--- src/hw/rtl/mla_pkg.sv ---
`timescale 1ns / 1ps
// ---------------------------------------------------------------------------
// mla_pkg: shared types and constants of the multiplane line averager
// Field widths, register indexes, item kinds and default sizes used by the
// averager and its RAM.
// ---------------------------------------------------------------------------
package mla_pkg;

   // default sizes handed to the top level
   localparam int MAX_PIXELS_DEFAULT = 1024;
   localparam int MAX_PLANES_DEFAULT = 8;
   localparam int CHANNELS_DEFAULT   = 4;
   localparam int TABLE_BITS_DEFAULT = 15;

   // fixed bounds of the row and line-group counters
   localparam int MAX_ROWS = 1024;
   localparam int MAX_AVG  = 16;

   // item field widths
   localparam int CHANNEL_W     = 2;
   localparam int TABLE_INDEX_W = 15;
   localparam int WORD_W        = 16;
   localparam int RANK_W        = 2;
   localparam int PLANE_OUT_W   = 3;
   localparam int PIXEL_X_W     = 10;
   localparam int ROW_OUT_W     = 10;
   localparam int SUM_W         = 20;

   localparam int REQ_TDATA_W = 56;
   localparam int RSP_TDATA_W = 48;

   // configuration port
   localparam int CSR_AW = 3;
   localparam int CSR_DW = 11;

   typedef enum logic [CSR_AW-1:0] {
      CSR_PIXELS_PER_LINE  = 3'd0,
      CSR_RAW_ROWS         = 3'd1,
      CSR_LINES_TO_AVERAGE = 3'd2,
      CSR_PLANE_COUNT      = 3'd3,
      CSR_SCAN_MODE        = 3'd4,
      CSR_CHANNEL_ENABLE   = 3'd5
   } csr_index_type;

   // item kinds carried on tuser
   localparam logic MODE_TABLE_WRITE = 1'b0;
   localparam logic MODE_SAMPLE      = 1'b1;

   // scan modes
   localparam logic SCAN_TWO_WAY = 1'b0;

   // address width of a store of the given depth, at least one bit
   function automatic int addr_width(input int depth);
      return (depth < 2) ? 1 : $clog2(depth);
   endfunction

endpackage

--- src/hw/rtl/mla_ram.sv ---
`timescale 1ns / 1ps
// ---------------------------------------------------------------------------
// mla_ram: single-port-write, single-port-read synchronous RAM
// One write and one registered read each cycle; a read of the address being
// written returns the old word.
// ---------------------------------------------------------------------------
module mla_ram
   import mla_pkg::*;
#(
   parameter int WIDTH = 16,
   parameter int DEPTH = 256
) (
   input  logic                          clock,
   input  logic                          we,
   input  logic [addr_width(DEPTH)-1:0]  waddr,
   input  logic [WIDTH-1:0]              wdata,
   input  logic                          re,
   input  logic [addr_width(DEPTH)-1:0]  raddr,
   output logic [WIDTH-1:0]              rdata
);

   logic [WIDTH-1:0] mem_ff [DEPTH];
   logic [WIDTH-1:0] rdata_ff;

   // write port, registered read port
   always_ff @(posedge clock) begin
      if (we) begin
         mem_ff[waddr] <= wdata;
      end
      if (re) begin
         rdata_ff <= mem_ff[raddr];
      end
   end

   assign rdata = rdata_ff;

endmodule

--- config.mk ---
export PLATFORM = sky130hd
export DESIGN_NAME = mla_ram
export DESIGN_NICKNAME = d
export VERILOG_FILES = /design/src/hw/rtl/mla_pkg.sv /design/src/hw/rtl/mla_ram.sv
export SDC_FILE = /design/constraint.sdc
export NUM_CORES = 2
export LEC_CHECK = 0
export BUFFER_PORTS_ARGS = -buffer_cell sky130_fd_sc_hd__buf_2
export CAP_MARGIN = 20
export CELL_PAD_IN_SITES_DETAIL_PLACEMENT = 0
export CELL_PAD_IN_SITES_GLOBAL_PLACEMENT = 1
export CORE_MARGIN = 4
export CORE_UTILIZATION = 45
export DETAILED_ROUTE_END_ITERATION = 16
export GPL_ROUTABILITY_DRIVEN = 0
export PLACE_DENSITY = 0.63
export SLEW_MARGIN = 10
export SYNTH_ARGS = -nofsm -noshare
export SYNTH_HDL_FRONTEND = slang
export SYNTH_SLANG_ARGS = --single-unit
--- constraint.sdc ---
create_clock -name clock -period 4.31 [get_ports clock]
set_clock_uncertainty 0.05 [all_clocks]
set_input_delay 0.431 -clock clock [delete_from_list [all_inputs] [get_ports clock]]
set_output_delay 0.431 -clock clock [all_outputs]
set_load 0.1 [all_outputs]
==> results.yml <==
run_status:
  run_status: "completed"
synth:
  yosys.area_share.adder: 0
  post_synth_simple_gate_area: 0.0157
  synth_cells: 7360
  muxShareOfSynthArea: 0.155
  yosys.cell_types.count: 51
  synth_top_family_by_area: "multiplexers"
  area_of_the_mapped_netlist_um2: 159000
  synth_seq_area_share: 0.777
  dominantRegCellSynth: "sky130_fd_sc_hd__edfxtp_1"
  post_synth_edffs: 4112
  syn_nets: 7395
  netlist_top_cells_count: "sky130_fd_sc_hd__edfxtp_1 (4112), sky130_fd_sc_hd__mux4_2 (797), sky130_fd_sc_hd__mux2i_1 (565)"
  synth.ff_latch_count: 4112
  synth_compound_gate_area_share: 0.0353
  synthArstFlopShare: 0
  yosys.area.top_type: "sky130_fd_sc_hd__edfxtp_1"
  synth-xor-area-share: 0
  synth.avg_cell_area_um2: 21.6
  synth_most_common_cell: "sky130_fd_sc_hd__edfxtp_1"
  synth-warning-count: 0
  synth_top_cells_by_area: "sky130_fd_sc_hd__edfxtp_1 (78%), sky130_fd_sc_hd__mux4_2 (11%), sky130_fd_sc_hd__mux2i_1 (3.6%), sky130_fd_sc_hd__o221ai_1 (1.4%), sky130_fd_sc_hd__nor2_1 (0.72%)"
  netlist.area_leader.share: 0.777
global_route:
  largest_net_degree_at_the_start_of_global_routing: 137
  antenna_found_initial: 29
  grt_util_all_layers: 0.238
  grt_pass1_vias: 78800
  grt_pass1_wl_mm: 617
  global_route.overflow_total: 0
power_and_ir_drop:
  totalPowerFinal_mw: 84.4
  net-switching-power_mw: 18.3
  internal_power_mw: 66.1
  peakVddDrop_mv: 0.398
  power_frac_clock: 0.424
  power.switching_fraction: 0.217
  share_of_power_burned_in_combinational_logic: 0.053
  power.density_nw_per_um2: 464
  share_seq_of_total_power: 0.523
  p_leak_nw: 57.9
route:
  route.vias.total: 79400
  drt-pass1-iter-count: 7
  drt_iter0_drc: 9665
  ant_nets: 0
  routed_via_density: 6.08
  wl_mm: 438
  route.detailed.wl_per_inst_um: 33.5
  drc_errors: 0
cts:
  cts_tree: "done"
  numCtsBuffers: 425
  clk_pin_slew_ns: 0.06
  clock_tree.buffer_depth: 4
  worstSkewPairLatency_ns: 0.99
  post_cts_hold_buffer_count: 14
  cts_htree_levels: 5
  root_buffer: "sky130_fd_sc_hd__clkbuf_16"
  cts.sink_count: 4112
  post_cts_setup_driven_buffer_insertion_count: 0
  cts-resized-gates: 0
final_layout:
  final_cell_area_um2: 182000
  fin_nets: 8037
  number_of_standard_cells_in_the_final_layout_excluding_fillers: 13100
  synthToLayoutAreaGrowth_pct: 14.6
  post_route_cells_drive_above_1_share: 0.265
timing:
  slew_headroom: 0.133
  grt_setup_unrepaired: "false"
  worst_pin_slew_ns: 1.30
  setup_viol_count_final: 0
  summed_negative_setup_slack_over_all_endpoints_ns: 0
  slew_viol_final: 0
  hold_viol: 0
  min_period_ns: 3.42
  final.period_utilization: 0.794
  max_freq_mhz: 292
placement:
  placed_cell_area_um2: 168000
  post-place-cells: 12300
  place.port_buffers: 50
  dp_hpwl_mm: 269
critical_path:
  slowest_stage: "sky130_fd_sc_hd__o221ai_1"
  worst_setup_path_start_kind: "input port"
  critPathMaxStageDelay_ns: 0.92
  critical_path_class: "in2reg"
  crit_chain: "clkbuf_8 -> nand2b_4 -> buf_12 -> o221ai_1 -> o22ai_1 -> a21oi_1 -> buf_4 -> nand4_1 -> nor4_1"
  wp_data_arrival_ns: 4.16
  crit_fanout: 74
  endpoint_kind: "flip-flop"
  critical_path_required_ns: 5.05
die:
  die_w_um: 602
  top_level_port_count: 51
  die_height_um: 602
  starting_density: 0.453
  floorplan_die_area_um2: 363000
  floorplan.rows: 217
  core_area_um2: 351000
min_path:
  hp-class: "in2reg"
flow_run:
  drv.max_cap_violation_count: 0
[cell families after synthesis]
group / after synthesis
buffers and inverters: 456
AO/OA/AOI/OAI: 786
multiplexers: 1450
flip-flops: 4112
AND/OR/NAND/NOR: 556
[worst paths after layout]
kind,startpoint,endpoint,slack (ns),cells past startpoint
worst min register to register,mem_ff[218][5],rdata[5],1.15,6
worst max-delay path,raddr[2],rdata[2],0.89,9
worst min-delay path,wdata[6],mem_ff[186][6],0.04,1
worst max register to register,mem_ff[211][2],rdata[2],1.09,7
[metrics by stage]
step / hold WS [ns] / util / setup slack [ns]
after global placement: 0.797 / 0.480 / 0.0285
final: 0.0414 / 0.519 / 0.888
after detailed placement: 0.803 / 0.480 / 0.118
after CTS: 0.0141 / 0.519 / 1.17
after floorplan: 0.480 / - / 1.58
after global routing: 0.0204 / 0.519 / 0.933
[worst max-delay path, delay by kind of cell]
family / cells / cell delay [ns]
AO/OA/AOI/OAI: 3 / 2.00
AND/OR/NAND/NOR: 3 / 0.85
buffers and inverters: 3 / 0.73
[area by class of cell]
class	instances	area, um^2
antenna	12	30.0
clock buffer	541	11200
clock inverter	231	2300
fill	27300	168000
inverter	4	27.5
multi-input combinational	2792	33000
sequential	4112	123000
tap	4708	5890
timing repair buffer	667	6150
[per-layer routing]
metal  vias to the layer above  wire (um)  track usage
li1                      32700          -            -
met1                     42900     184000        0.350
met2                      3291     205000        0.369
met3                       578      36000       0.0437
met4                         6      13200       0.0669
met5                         -         34            0
[cells in the final DEF, fill, tap and decap left out, types with 38 or more instances in the layout]
cell and count:
sky130_fd_sc_hd__edfxtp_1 4112, sky130_fd_sc_hd__mux4_2 797, sky130_fd_sc_hd__mux2i_1 565, sky130_fd_sc_hd__buf_4 521, sky130_fd_sc_hd__clkbuf_16 429, sky130_fd_sc_hd__o221ai_1 252, sky130_fd_sc_hd__nor2_1 219, sky130_fd_sc_hd__a21oi_1 175
sky130_fd_sc_hd__o22ai_1 148, sky130_fd_sc_hd__clkbuf_1 112, sky130_fd_sc_hd__clkinv_1 93, sky130_fd_sc_hd__nor3_1 89, sky130_fd_sc_hd__mux2_2 88, sky130_fd_sc_hd__nor2_2 85, sky130_fd_sc_hd__buf_12 82, sky130_fd_sc_hd__clkinv_2 66
sky130_fd_sc_hd__a22oi_1 43, sky130_fd_sc_hd__nand2_1 38
[registers in the layout, indices dropped and copies added, names as in the netlist]
name	count
rdata	16
mem_ff	4096
[power groups by stage]
stage | sequential (mW) | combinational, mW | clock [mW]
floorplan | 45.1 | 2.18 | 0
global placement | 45.0 | 4.43 | 0
detailed placement | 45.0 | 4.49 | 0
CTS | 44.2 | 4.50 | 36.4
global route | 44.1 | 4.68 | 38.1
finish | 44.2 | 4.47 | 35.8
Note: power is estimated with default switching activity, not from simulation.
